## config.mk

```make
export PLATFORM = sky130hd
export DESIGN_NAME = aavr_cordic_stage
export DESIGN_NICKNAME = d
export VERILOG_FILES = /design/src/rtl/aavr_pkg.sv /design/src/rtl/aavr_cordic_stage.sv
export SDC_FILE = /design/constraint.sdc
export NUM_CORES = 1
export LEC_CHECK = 0
export BUFFER_PORTS_ARGS = -buffer_cell sky130_fd_sc_hd__buf_4
export CAP_MARGIN = 0
export CORE_AREA = 3 3 181 183
export DETAILED_ROUTE_END_ITERATION = 10
export DIE_AREA = 0 0 184 186
export PLACE_DENSITY = 0.67
export SYNTH_ARGS = -nofsm -noshare
export SYNTH_HDL_FRONTEND = slang
export SYNTH_SLANG_ARGS = --single-unit
export TNS_END_PERCENT = 30
```

## constraint.sdc

```tcl
create_clock -name clk -period 0.8 [get_ports clk]
set_input_delay 0.08 -clock clk [delete_from_list [all_inputs] [get_ports clk]]
set_output_delay 0.08 -clock clk [all_outputs]
set_load 0.01 [all_outputs]
```

## src/rtl/aavr_pkg.sv

```systemverilog
package aavr_pkg;

	localparam int VEC_W   = 24;
	localparam int AXIS_W  = 16;
	localparam int ANG_W   = 16;
	localparam int CORD_W  = 34;
	localparam int Z_W     = 34;
	localparam int TRIG_W  = 17;
	localparam int ATAN_LEN = 24;
	localparam int IN_W    = 3 * VEC_W + 3 * AXIS_W;
	localparam logic signed [CORD_W-1:0] CORDIC_GAIN = 34'sd652032874;

	// members listed from the top bit down, so vec_x sits in the lowest bits
	typedef struct packed {
		logic signed [AXIS_W-1:0] axis_z;
		logic signed [AXIS_W-1:0] axis_y;
		logic signed [AXIS_W-1:0] axis_x;
		logic signed [VEC_W-1:0]  vec_z;
		logic signed [VEC_W-1:0]  vec_y;
		logic signed [VEC_W-1:0]  vec_x;
	} side_t;

	function automatic logic signed [Z_W-1:0] atan_turn(input logic [4:0] i);
		logic signed [Z_W-1:0] r;
		unique case (i)
			5'd0:  r = 34'sh020000000;
			5'd1:  r = 34'sh012E4051E;
			5'd2:  r = 34'sh009FB385B;
			5'd3:  r = 34'sh0051111D4;
			5'd4:  r = 34'sh0028B0D43;
			5'd5:  r = 34'sh00145D7E1;
			5'd6:  r = 34'sh000A2F61E;
			5'd7:  r = 34'sh000517C55;
			5'd8:  r = 34'sh00028BE53;
			5'd9:  r = 34'sh000145F2F;
			5'd10: r = 34'sh0000A2F98;
			5'd11: r = 34'sh0000517CC;
			5'd12: r = 34'sh000028BE6;
			5'd13: r = 34'sh0000145F3;
			5'd14: r = 34'sh00000A2FA;
			5'd15: r = 34'sh00000517D;
			5'd16: r = 34'sh0000028BE;
			5'd17: r = 34'sh00000145F;
			5'd18: r = 34'sh000000A30;
			5'd19: r = 34'sh000000518;
			5'd20: r = 34'sh00000028C;
			5'd21: r = 34'sh000000146;
			5'd22: r = 34'sh0000000A3;
			5'd23: r = 34'sh000000051;
			default: r = '0;
		endcase
		return r;
	endfunction

endpackage

```

## src/rtl/aavr_cordic_stage.sv

```systemverilog
module aavr_cordic_stage #(
	parameter int IDX = 0
) (
	input  logic clk,
	input  logic arst_n,
	input  logic en,
	input  logic vld_in,
	input  logic signed [aavr_pkg::CORD_W-1:0] x_in,
	input  logic signed [aavr_pkg::CORD_W-1:0] y_in,
	input  logic signed [aavr_pkg::Z_W-1:0]    z_in,
	input  logic neg_in,
	input  aavr_pkg::side_t side_in,
	output logic vld_out,
	output logic signed [aavr_pkg::CORD_W-1:0] x_out,
	output logic signed [aavr_pkg::CORD_W-1:0] y_out,
	output logic signed [aavr_pkg::Z_W-1:0]    z_out,
	output logic neg_out,
	output aavr_pkg::side_t side_out
);
	import aavr_pkg::*;

	logic signed [CORD_W-1:0] xs, ys;
	logic signed [Z_W-1:0] at;

	assign xs = x_in >>> IDX;
	assign ys = y_in >>> IDX;
	assign at = atan_turn(5'(IDX));

	always_ff @(posedge clk or negedge arst_n) begin
		if (!arst_n) begin
			vld_out <= 1'b0;
		end else if (en) begin
			vld_out <= vld_in;
		end
	end

	always_ff @(posedge clk) begin
		if (en) begin
			if (!z_in[Z_W-1]) begin
				x_out <= x_in - ys;
				y_out <= y_in + xs;
				z_out <= z_in - at;
			end else begin
				x_out <= x_in + ys;
				y_out <= y_in - xs;
				z_out <= z_in + at;
			end
			neg_out  <= neg_in;
			side_out <= side_in;
		end
	end
endmodule

```

# Word-level counts from Yosys, hierarchy flattened
# Cells that the tools add are included.
# Widths: inputs -> output; s select.
# totals
register_bits,224
input_bits,227
out_inout_bits,224
elab_cells,19
# op_classes
addsub,5
n_mux,3
# ops
operator,count
$mux 34,3
$sub 34x34->34,2
$add 34x31->34 const B,1
$add 34x34->34,1
$sub 34x31->34 const B,1

# Logic depth before layout (Yosys ltp)
# Gate-level depths: netlist of the first run.
# logic_depth
ltp_word,2
ltp_mapped,13
ltp_nobuf,12

# Worst setup path before layout of the first run
# No wires, ideal clock.
# synth_path
path_kind,input -> register
start,in x_in[0] in the netlist's numbering
end,"reg x_out[30] in the netlist's numbering, data pin"
setup_ns,0.268
arrival_time_ns,2.383
required_ns,0.532
path_slack_ns,-1.850
path_stages,11
n_path_buf,0
path_cell_list,ha_1 > fa_1 > nor2b_2 > o21ai_1 > a2111oi_1 > or3_1 > a311o_1 > a31o_1 > a31oi_2 > o32ai_1 > xnor2_1
# synth_between
elab_chain_cells,2
elab_cells_between_ends,3
cone_classes,add/sub: 2; mux: 1
# synth_lines
element,line,rtl
from (decl),aavr_cordic_stage.sv:8,"input logic signed [aavr_pkg::CORD_W-1:0] x_in,"
$sub 34x34->34 or $add 34x34->34 (tied branches),"aavr_cordic_stage.sv:40, aavr_cordic_stage.sv:44",
$mux 34 *,aavr_cordic_stage.sv:39,if (!z_in[Z_W-1]) begin
to (signal assigned),aavr_cordic_stage.sv:40,x_out <= x_in - ys;
to (signal assigned),aavr_cordic_stage.sv:44,x_out <= x_in + ys;
to (decl),aavr_cordic_stage.sv:14,"output logic signed [aavr_pkg::CORD_W-1:0] x_out,"
# Every way passes the cells marked *; elsewhere a longest branch is shown, timed or not.
# A chain may end at the register's enable or synchronous reset.

# Worst setup path in the final report of the first run
# layout_path
start,in x_in[5] in the netlist's numbering
end,"reg x_out[28] in the netlist's numbering, data pin"
# The elaborated chain is that of the path after synthesis.

==> flow_summary.ini, run 1 <==
[timing]
tightest_slew_ps = 550
timing.final.crit_share_pct = 288
max_slew_margin_pct = 63.0
max_freq_ghz = 0.434
slew_viol_final = 0
final.setup.worst_slack_ps = -1500
tns_ps = -143890
worst_clock_skew_ps = 0
hold_violations = 9
grt_setup_unrepaired = true
setup_viol = 289
period_needed_ps = 2300
hold-worst-slack_ps = -39.9

[pwr]
p_switching_w = 0.0136
clock_power_share_pct = 27.4
power.density_mw_per_mm2 = 1700
internal_power_w = 0.0294
worst_ir_drop_vdd_mv = 1.91
seq_power_share_pct = 35.0
p_leak_nw = 11.1
switching_share_of_total_power_pct = 31.7
pwr-share-comb_pct = 37.6

[critical_path]
path_buf_inv = 5
endpoint = x_out[28]
worst_path_most_repeated_cell = buf_4
critical_path.max_stage_delay_ps = 290
arrival_ps = 2570
worstPathMaxFanout = 3
r2r_setup_slack_ps = 50
critPathRequiredTime_ps = 1070
slowest_stage = a2111oi_4
worstSetupStartpointType = input pin
regToRegEndpoint = vld_out
startpoint = x_in[5]
cp_cell_sequence = buf_8, buf_4, ha_1, a211oi_4, nor2_1, a211oi_4, o21ai_2, a221oi_2, buf_4, o41ai_4, buf_4, buf_4, a2111oi_4, a221oi_2, xnor2_1
rr_worst_depth = 1
critical_path_depth = 15
cp_class = in2reg
timing.critical_path.to_type = register
rr_startpoint = vld_out
timing.critical_path.max_delay_family = compound AO/OA/AOI/OAI gates

[global_route]
largest_net_degree_at_the_start_of_global_routing = 27
grt_first_pass_wirelength_um = 91000
number_of_antenna_violations_at_the_first_check_in_global_routing = 2
gr-usage-all-layers_pct = 35.2
grt_use_met2_pct = 60.0
busiest_layer = met2
grtUsageMet1_pct = 44.1
grt.overflow.total = 0
first_global_vias = 14600
globalRouteMet3Util_pct = 6.02

[synth]
ys_top_cells_by_area = edfxtp_1 52%, ha_1 10%, a21oi_1 4.6%
yosysTopAreaCellShare_pct = 52.2
synthTopCellsByCount = 222 x edfxtp_1, 118 x a21oi_1, 102 x ha_1
synth_flop_cell = edfxtp_1
synth_async_sr_flop_share_pct = 0.448
synth.yosys.seq_area_share_pct = 52.4
ys.warnings.count = 0
post-synth-top-area-cell = edfxtp_1
syn-instance-count = 1166
syn-num-nets = 1499
yosysMostFrequentCell = edfxtp_1
avg_synthesized_cell_area_um2 = 11.0
number_of_enable_type_register_cells_in_the_synthesized_netlist = 222
synth_area_mm2 = 0.0128
synth_seq_cells = 223
synth_cell_type_count = 72

[cts]
cts-root-to-sink-buffers = 3
clock_tree.htree_level_count = 1
cts_clock_pin_slew_for_the_worst_setup_and_hold_paths_ps = 60
numCtsBuffers = 25
cts_sinks = 223
insertion_delay_ps = 530
cts_root_buffer = clkbuf_16
clock_tree_from_tritoncts = done

[finish]
area.growth.synth_to_final_pct = 97.4
multiInputGateArea_mm2 = 0.00752
final_cell_count_no_fill = 2633
seq_area_mm2 = 0.00669
final_layout_size_suffix_gt1_share_pct = 56.5
num-fill-cells = 1847
fin_nets = 2544

[routing]
drtAntennaViolNets = 0
drt_iter0_drc = 1348
avgRoutedWirePerCell_um = 25.3
totalWireLength_um = 66600
detail_route.vias_per_cell = 5.56
detailroute.via_count = 14600
post-route-drc-count = 0
drt_first_pass_iters = 5

[placed_design]
gp_congestion = 0.992
io_buffers = 450
detailed_place_hpwl_um = 44900
place.detailed.instances = 2353
pre_cts_ws_ps = -2110

[floorplanning]
design.die.area_mm2 = 0.0342
floorplan.core_area_mm2 = 0.0314
effective_utilization_at_floorplan_pct = 40.7
die_height_um = 186
core.rowCount = 65
pin_count = 451
x_dimension_of_the_die_um = 184

[outcome]
run_status = finished, violations left
failed_checks = hold timing, setup timing

[hold_path]
holdCritPathClass = in2reg

[run]
maxCapViolCount = 0
==> cell type report <==
| cell class | count | share of cell area, % |
|---|---|---|
| diodes | 2 | 0.0198 |
| clock buffers | 30 | 2.55 |
| clock inverters | 15 | 0.590 |
| inverters | 103 | 1.75 |
| multi-input cells | 794 | 29.8 |
| flip-flops and latches | 223 | 26.5 |
| well taps | 402 | 1.99 |
| repair buffers | 1064 | 36.7 |
==> power by group through the flow <==
stage | sequential, W | clock (W) | combinational (W)
after floorplan | 0.0157 | 0 | 0.00428
after global routing | 0.0151 | 0.0123 | 0.0169
after detailed placement | 0.0151 | 0 | 0.0121
final | 0.0150 | 0.0118 | 0.0162
after global placement | 0.0150 | 0 | 0.0120
after CTS | 0.0149 | 0.0116 | 0.0146
==> per-layer routing <==
layer / up-vias / wire [um]
met1: 7203 / 25000
met3: 218 / 5460
li1: 6366 / -
met2: 846 / 32200
met5: - / 0
met4: 0 / 3930
==> cell usage in the layout, fill, tap and decap left out, types with 8 or more instances in the layout <==
| cell type | synthesis | routed |
|---|---|---|
| buf_4 | 2 | 728 |
| edfxtp_1 | 222 | 222 |
| dlygate4sd3_1 | 0 | 156 |
| buf_6 | 0 | 147 |
| inv_1 | 99 | 75 |
| nor2_1 | 95 | 74 |
| ha_1 | 102 | 71 |
| a21oi_1 | 118 | 54 |
| nand2_1 | 68 | 53 |
| xnor2_1 | 58 | 51 |
| a21oi_2 | 0 | 45 |
| a21o_1 | 27 | 27 |
| ha_4 | 0 | 26 |
| clkbuf_16 | 0 | 25 |
| o21ai_0 | 60 | 24 |
| o21ai_2 | 0 | 23 |
| o21ai_1 | 13 | 19 |
| a21oi_4 | 0 | 19 |
| buf_12 | 0 | 19 |
| inv_2 | 3 | 14 |
| o21bai_1 | 19 | 13 |
| nor2_2 | 0 | 13 |
| nand2_2 | 0 | 13 |
| buf_8 | 0 | 13 |
| nor3_1 | 22 | 11 |
| inv_4 | 0 | 10 |
| nor2b_1 | 14 | 10 |
| nor3_4 | 0 | 9 |
| nand3_1 | 16 | 9 |
| nand4_1 | 9 | 9 |
| nor2_4 | 0 | 8 |
| mux2i_1 | 13 | 8 |
==> logic make-up after synthesis <==
logic type | synth area share [%]
compound gates | 17.2
fa+ha+maj | 10.6
mux | 1.19
flops | 52.4
simple gates | 9.80
buf+inv | 4.50
xor+xnor | 4.32
==> registers in the layout, summed over array words and instances, names as in the netlist <==
signal and flops:
y_out 33, x_out 34, side_out 120, z_out 34
vld_out 1, neg_out 1
==> worst min path at each step <==
stage              from  slack, ps  cells after the start         to
6_report       z_in[30]        -40                      2  z_out[30]
5_1_grt        z_in[30]        -30                      2  z_out[30]
4_1_cts        z_in[30]        -90                      2  z_out[30]
3_5_place_dp     arst_n       -140                      1    vld_out
3_3_place_gp     arst_n       -140                      1    vld_out
2_1_floorplan    arst_n       -220                      0    vld_out
==> timing repair <==
action                                 in CTS  in global routing
pin swaps                                 145                110
buffers inserted                           65                 30
cloned                                      0                  0
gates resized for setup                   309                222
endpoints found under the hold margin     171                  2
setup endpoints to repair                 292                293
hold buffers                              156                  1
==> metrics by stage <==
stage	util (%)	instance area [um2]	power (W)
after floorplan	-	13300	0.0200
after global placement	63.7	20000	0.0271
after detailed placement	63.7	20000	0.0272
after CTS	76.7	24100	0.0410
after global routing	80.4	25200	0.0443
final	80.4	25200	0.0430
Note: power is estimated with default switching activity, not from simulation.
==> run 2, diff against run 1 <==
--- a/config.mk
+++ b/config.mk
@@ -10,7 +10,8 @@
 export CORE_AREA = 3 3 181 183
 export DETAILED_ROUTE_END_ITERATION = 10
 export DIE_AREA = 0 0 184 186
-export PLACE_DENSITY = 0.67
+export PLACE_DENSITY = 0.7
+export REMOVE_ABC_BUFFERS = 1
 export SYNTH_ARGS = -nofsm -noshare
 export SYNTH_HDL_FRONTEND = slang
 export SYNTH_SLANG_ARGS = --single-unit
==> constraint.sdc (replaced) <==
create_clock -name clk -period 1.9 [get_ports clk]
set_input_delay 0.19 -clock clk [delete_from_list [all_inputs] [get_ports clk]]
set_output_delay 0.19 -clock clk [all_outputs]
set_load 0.01 [all_outputs]
==> run 2 against run 1 <==
The flow finishes with violations (setup timing); count of clock-buffer cells in the layout increased by 4; clock power decreased by 60%; utilization decreased by 6.8 points; via count decreased by 5.7%; critical endpoint is now x_out[30]; largest power group is now registers; highest routed layer unchanged.
==> flow_summary.ini, run 2 (same netlist as run 1, synthesis figures left out) <==
[timing]
max_freq_ghz = 0.407
period_needed_ps = 2450
tightest_slew_ps = 604
max_slew_margin_pct = 59.2
grt_setup_unrepaired = true
timing.final.crit_share_pct = 129
hold_violations = 0
setup_viol = 39
worst_clock_skew_ps = 0
final.setup.worst_slack_ps = -554
slew_viol_final = 0

[outcome]
failed_checks = setup timing
run_status = finished, violations left

[cts]
cts_sinks = 223
insertion_delay_ps = 520
cts_root_buffer = clkbuf_16
clock_tree_from_tritoncts = done
clock_tree.htree_level_count = 1
cts-root-to-sink-buffers = 3
numCtsBuffers = 26
cts_clock_pin_slew_for_the_worst_setup_and_hold_paths_ps = 60

[finish]
area.growth.synth_to_final_pct = 80.7
multiInputGateArea_mm2 = 0.00675
final_cell_count_no_fill = 2540
largest_reg_flops = 120
fin_nets = 2451
final_cell_mix = 770 x buf_4, 222 x edfxtp_1, 154 x dlygate4sd3_1
final_layout_size_suffix_gt1_share_pct = 49.2
reg.largest.list = side_out x120, x_out x34, z_out x34
final_common_cell = buf_4
num-fill-cells = 2104
seq_area_mm2 = 0.00669
largest_register = side_out

[global_route]
grt.overflow.total = 0
gr-usage-all-layers_pct = 30.8
grt_first_pass_wirelength_um = 81300
first_global_vias = 13700
largest_net_degree_at_the_start_of_global_routing = 71
number_of_antenna_violations_at_the_first_check_in_global_routing = 1

[floorplanning]
floorplan.core_area_mm2 = 0.0314
die_height_um = 186
pin_count = 451
design.die.area_mm2 = 0.0342
core.rowCount = 65
effective_utilization_at_floorplan_pct = 40.7
x_dimension_of_the_die_um = 184

[pwr]
internal_power_w = 0.0116
worst_ir_drop_vdd_mv = 0.425
report.power.total_w = 0.0168
clock_power_share_pct = 28.0
p_switching_w = 0.00515
pwr-share-comb_pct = 34.6
seq_power_share_pct = 37.4
switching_share_of_total_power_pct = 30.7
power.density_mw_per_mm2 = 728
p_leak_nw = 10.2

[routing]
drt_first_pass_iters = 6
drt_iter0_drc = 1159
drtAntennaViolNets = 0
detail_route.vias_per_cell = 5.43
totalWireLength_um = 56200
post-route-drc-count = 0
avgRoutedWirePerCell_um = 22.1
detailroute.via_count = 13800

[critical_path]
cp_class = in2reg
critical_path.max_stage_delay_ps = 410
timing.critical_path.to_type = register
slowest_stage = or3_4
critPathRequiredTime_ps = 2170
path_buf_inv = 1
arrival_ps = 2720
worstSetupStartpointType = input pin
worstPathMaxFanout = 2
timing.critical_path.max_delay_family = compound AO/OA/AOI/OAI gates
cp_cell_sequence = buf_8, ha_4, fa_2, nor2b_4, o21ai_4, a2111oi_4, or3_4, a311o_1, a31o_1, a31oi_4, o32ai_2, xnor2_1

[run]
maxCapViolCount = 0

[placed_design]
place.detailed.instances = 2311
detailed_place_hpwl_um = 40000
gp_congestion = 1.00
io_buffers = 450
pre_cts_ws_ps = -1430

[hold_path]
holdCritPathClass = in2reg
-- run 2: per-layer routing --
layer  wire length [um]  track usage, %  vias to the layer above
met2              27200            52.8                      819
li1                   -               -                     6170
met5                  0               0                        -
met3               4550            4.96                      181
met1              21100            37.9                     6626
met4               3320            15.2                        0
-- run 2: power groups by stage --
stage	Combinational, W	Clock (W)	Sequential [W]
final	0.00581	0.00470	0.00629
after CTS	0.00545	0.00475	0.00626
after detailed placement	0.00473	0	0.00636
after floorplan	0.00156	0	0.00661
after global placement	0.00467	0	0.00634
after global routing	0.00613	0.00499	0.00633
-- run 2: through the flow --
| stage | hold WS (ps) | instance area, um2 | setup TNS (ps) | util, % |
|---|---|---|---|---|
| floorplan | -106 | 12600 | -22800 | - |
| global placement | -34.3 | 19100 | -51250 | 61.0 |
| detailed placement | -33.4 | 19100 | -51840 | 61.0 |
| CTS | 10.9 | 22600 | -8030 | 71.9 |
| global route | 23.2 | 23100 | -11550 | 73.5 |
| finish | 25.8 | 23100 | -9050 | 73.5 |
-- run 2: timing repair --
item / 4_1_cts / 5_1_grt
pin swaps: 71 / 55
hold buffers: 154 / 0
resized for setup: 209 / 89
gates cloned: 0 / 0
hold endpoints to repair: 153 / 0
setup buffers: 18 / 11
setup endpoints to repair: 48 / 47
-- run 2: area by class of cell --
type	instances	area share, %
diodes	1	0.0108
clock buffers	34	3.04
clock inverters	13	0.417
inverters	103	1.74
multi-input cells	794	29.2
flip-flops and latches	223	29.0
well taps	402	2.18
repair buffers	970	34.4
-- run 2: path summary, 6_finish.rpt --
check                          from         to  slack, ps  cells past startpoint
min reg2reg                 vld_out    vld_out        610                      1
max                         y_in[0]  x_out[30]       -550                     12
min                        z_in[30]  z_out[30]         30                      2
min in group asynchronous    arst_n    vld_out        630                      3
max in group asynchronous    arst_n    vld_out       1120                      3
max reg2reg                 vld_out    vld_out       1080                      1
==> run 3, diff against run 2 <==
--- a/config.mk
+++ b/config.mk
@@ -8,9 +8,11 @@
 export BUFFER_PORTS_ARGS = -buffer_cell sky130_fd_sc_hd__buf_4
 export CAP_MARGIN = 0
 export CORE_AREA = 3 3 181 183
+export CTS_CLUSTER_SIZE = 40
 export DETAILED_ROUTE_END_ITERATION = 10
 export DIE_AREA = 0 0 184 186
 export PLACE_DENSITY = 0.7
+export RECOVER_POWER = 25
 export REMOVE_ABC_BUFFERS = 1
 export SYNTH_ARGS = -nofsm -noshare
 export SYNTH_HDL_FRONTEND = slang
==> run 3 against run 2 <==
The run ends with capacitance limit, slew limit, setup timing left; critical path type unchanged; utilization shrank 0.11 points; routed wire length barely moved; highest routed layer unchanged; largest cell class unchanged; sequential cell count unchanged; count of clock-buffer cells in the layout did not move.
==> flow_summary.ini, run 3 (same netlist as run 1, synthesis figures left out) <==
[outcome]
run_status = finished, violations left
failed_checks = capacitance limit, slew limit, setup timing

[critical_path]
cp_class = in2reg
worstSetupStartpointType = input pin
timing.critical_path.to_type = register
arrival_ps = 2720
worstPathMaxFanout = 2
critPathRequiredTime_ps = 2170

[floorplanning]
design.die.area_mm2 = 0.0342
effective_utilization_at_floorplan_pct = 40.7
x_dimension_of_the_die_um = 184
core.rowCount = 65
floorplan.core_area_mm2 = 0.0314
die_height_um = 186
pin_count = 451

[placed_design]
place.detailed.instances = 2311
detailed_place_hpwl_um = 40000
io_buffers = 450
postPlaceCellArea_mm2 = 0.0191
gp_congestion = 1.00

[pwr]
pwr-share-comb_pct = 34.5
seq_power_share_pct = 37.4
clock_power_share_pct = 28.0
power.density_mw_per_mm2 = 729
worst_ir_drop_vdd_mv = 0.427
p_switching_w = 0.00517
switching_share_of_total_power_pct = 30.8
p_leak_nw = 10.2
internal_power_w = 0.0116

[routing]
drt_first_pass_iters = 6
detail_route.vias_per_cell = 5.43
drtAntennaViolNets = 0
totalWireLength_um = 56100
post-route-drc-count = 0
drt_iter0_drc = 1147
detailroute.via_count = 13800
avgRoutedWirePerCell_um = 22.1

[cts]
insertion_delay_ps = 520
cts_clock_pin_slew_for_the_worst_setup_and_hold_paths_ps = 60
cts_sinks = 223
clock_tree.htree_level_count = 1
numCtsBuffers = 26
clock_tree_from_tritoncts = done
cts_root_buffer = clkbuf_16
cts-root-to-sink-buffers = 3

[finish]
final_common_cell = buf_4
final_cell_count_no_fill = 2540
final_layout_size_suffix_gt1_share_pct = 49.0
reg.largest.list = side_out x120, x_out x34, z_out x34
largest_reg_flops = 120
num-fill-cells = 2113
fin_nets = 2451
largest_register = side_out
area.growth.synth_to_final_pct = 80.4
finish.instance_area_mm2 = 0.0231
final_cell_mix = 702 x buf_4, 222 x edfxtp_1, 154 x dlygate4sd3_1

[timing]
tightest_slew_ps = 1820
grt_setup_unrepaired = true
hold_violations = 0
final.setup.worst_slack_ps = -550
max_slew_margin_pct = -21.2
timing.final.crit_share_pct = 129
period_needed_ps = 2450
hold-worst-slack_ps = 25.9
setup_viol = 116
slew_viol_final = 30
worst_clock_skew_ps = 0
max_freq_ghz = 0.408

[global_route]
first_global_vias = 13700
number_of_antenna_violations_at_the_first_check_in_global_routing = 1
gr-usage-all-layers_pct = 30.8
grt.overflow.total = 0
grt_first_pass_wirelength_um = 81300
largest_net_degree_at_the_start_of_global_routing = 71

[hold_path]
holdCritPathClass = in2reg

[run]
maxCapViolCount = 1
run 3: cell count changes in the layout (fill, tap and decap cells not counted), sizes merged:
cell    change
buf        -69
clkbuf     +69
run 3: metal layers:
layer | up-vias | share of wire, % | global-route usage (%) | routed length, um
met5 | - | 0 | 0 | 0
met4 | 0 | 6.0 | 15.2 | 3350
met3 | 188 | 7.8 | 4.96 | 4370
met2 | 801 | 48 | 52.8 | 27200
met1 | 6633 | 38 | 37.9 | 21200
li1 | 6174 | - | - | -
run 3: final cells by class:
cell class                      count  area (um2)  share of cell area (%)
Antenna cell                        1        2.50                  0.0109
Clock buffer                       34         702                    3.04
Clock inverter                     13        96.3                   0.418
Inverter                          103         402                    1.74
Multi-Input combinational cell    794        6750                    29.3
Sequential cell                   223        6690                    29.0
Tap cell                          402         503                    2.18
Timing Repair Buffer              970        7910                    34.3
run 3: final timing paths:
| path | start | to | slack (ps) | cells after the start |
|---|---|---|---|---|
| max in group asynchronous | arst_n | vld_out | 1120 | 3 |
| min in group asynchronous | arst_n | vld_out | 630 | 3 |
| hold / removal | z_in[30] | z_out[30] | 30 | 2 |
| setup reg to reg | vld_out | vld_out | 1080 | 1 |
| hold reg to reg | vld_out | vld_out | 600 | 1 |
| setup / recovery | y_in[0] | x_out[30] | -550 | 12 |
run 3: power by group through the flow:
stage | clock network (W) | logic [W] | registers, W
5_1_grt | 0.00499 | 0.00611 | 0.00633
4_1_cts | 0.00475 | 0.00545 | 0.00626
3_5_place_dp | 0 | 0.00473 | 0.00636
6_report | 0.00471 | 0.00580 | 0.00629
3_3_place_gp | 0 | 0.00467 | 0.00634
2_1_floorplan | 0 | 0.00156 | 0.00661
run 3: what timing repair did:
| action | CTS | global route |
|---|---|---|
| gates resized for setup | 209 | 89 |
| hold buffers | 154 | 0 |
| setup buffers | 18 | 11 |
| pin swaps | 71 | 55 |
| hold endpoints to repair | 153 | 0 |
| endpoints found under the setup margin | 48 | 47 |
run 3: stage by stage:
step	setup WS [ps]	utilization [%]	setup TNS, ps	power, W
after floorplan	-986	-	-22800	0.00817
after global placement	-1440	61.0	-51250	0.0110
after detailed placement	-1430	61.0	-51840	0.0111
after CTS	-560	71.9	-8030	0.0165
after global routing	-578	73.4	-38750	0.0174
final	-550	73.4	-24530	0.0168
run 3: critical path: stages:
cell	delay, ps
buf_8	100
ha_4	150
fa_2	350
nor2b_4	150
o21ai_4	190
a2111oi_4	100
or3_4	410
a311o_1	310
a31o_1	280
a31oi_4	220
o32ai_2	120
xnor2_1	140
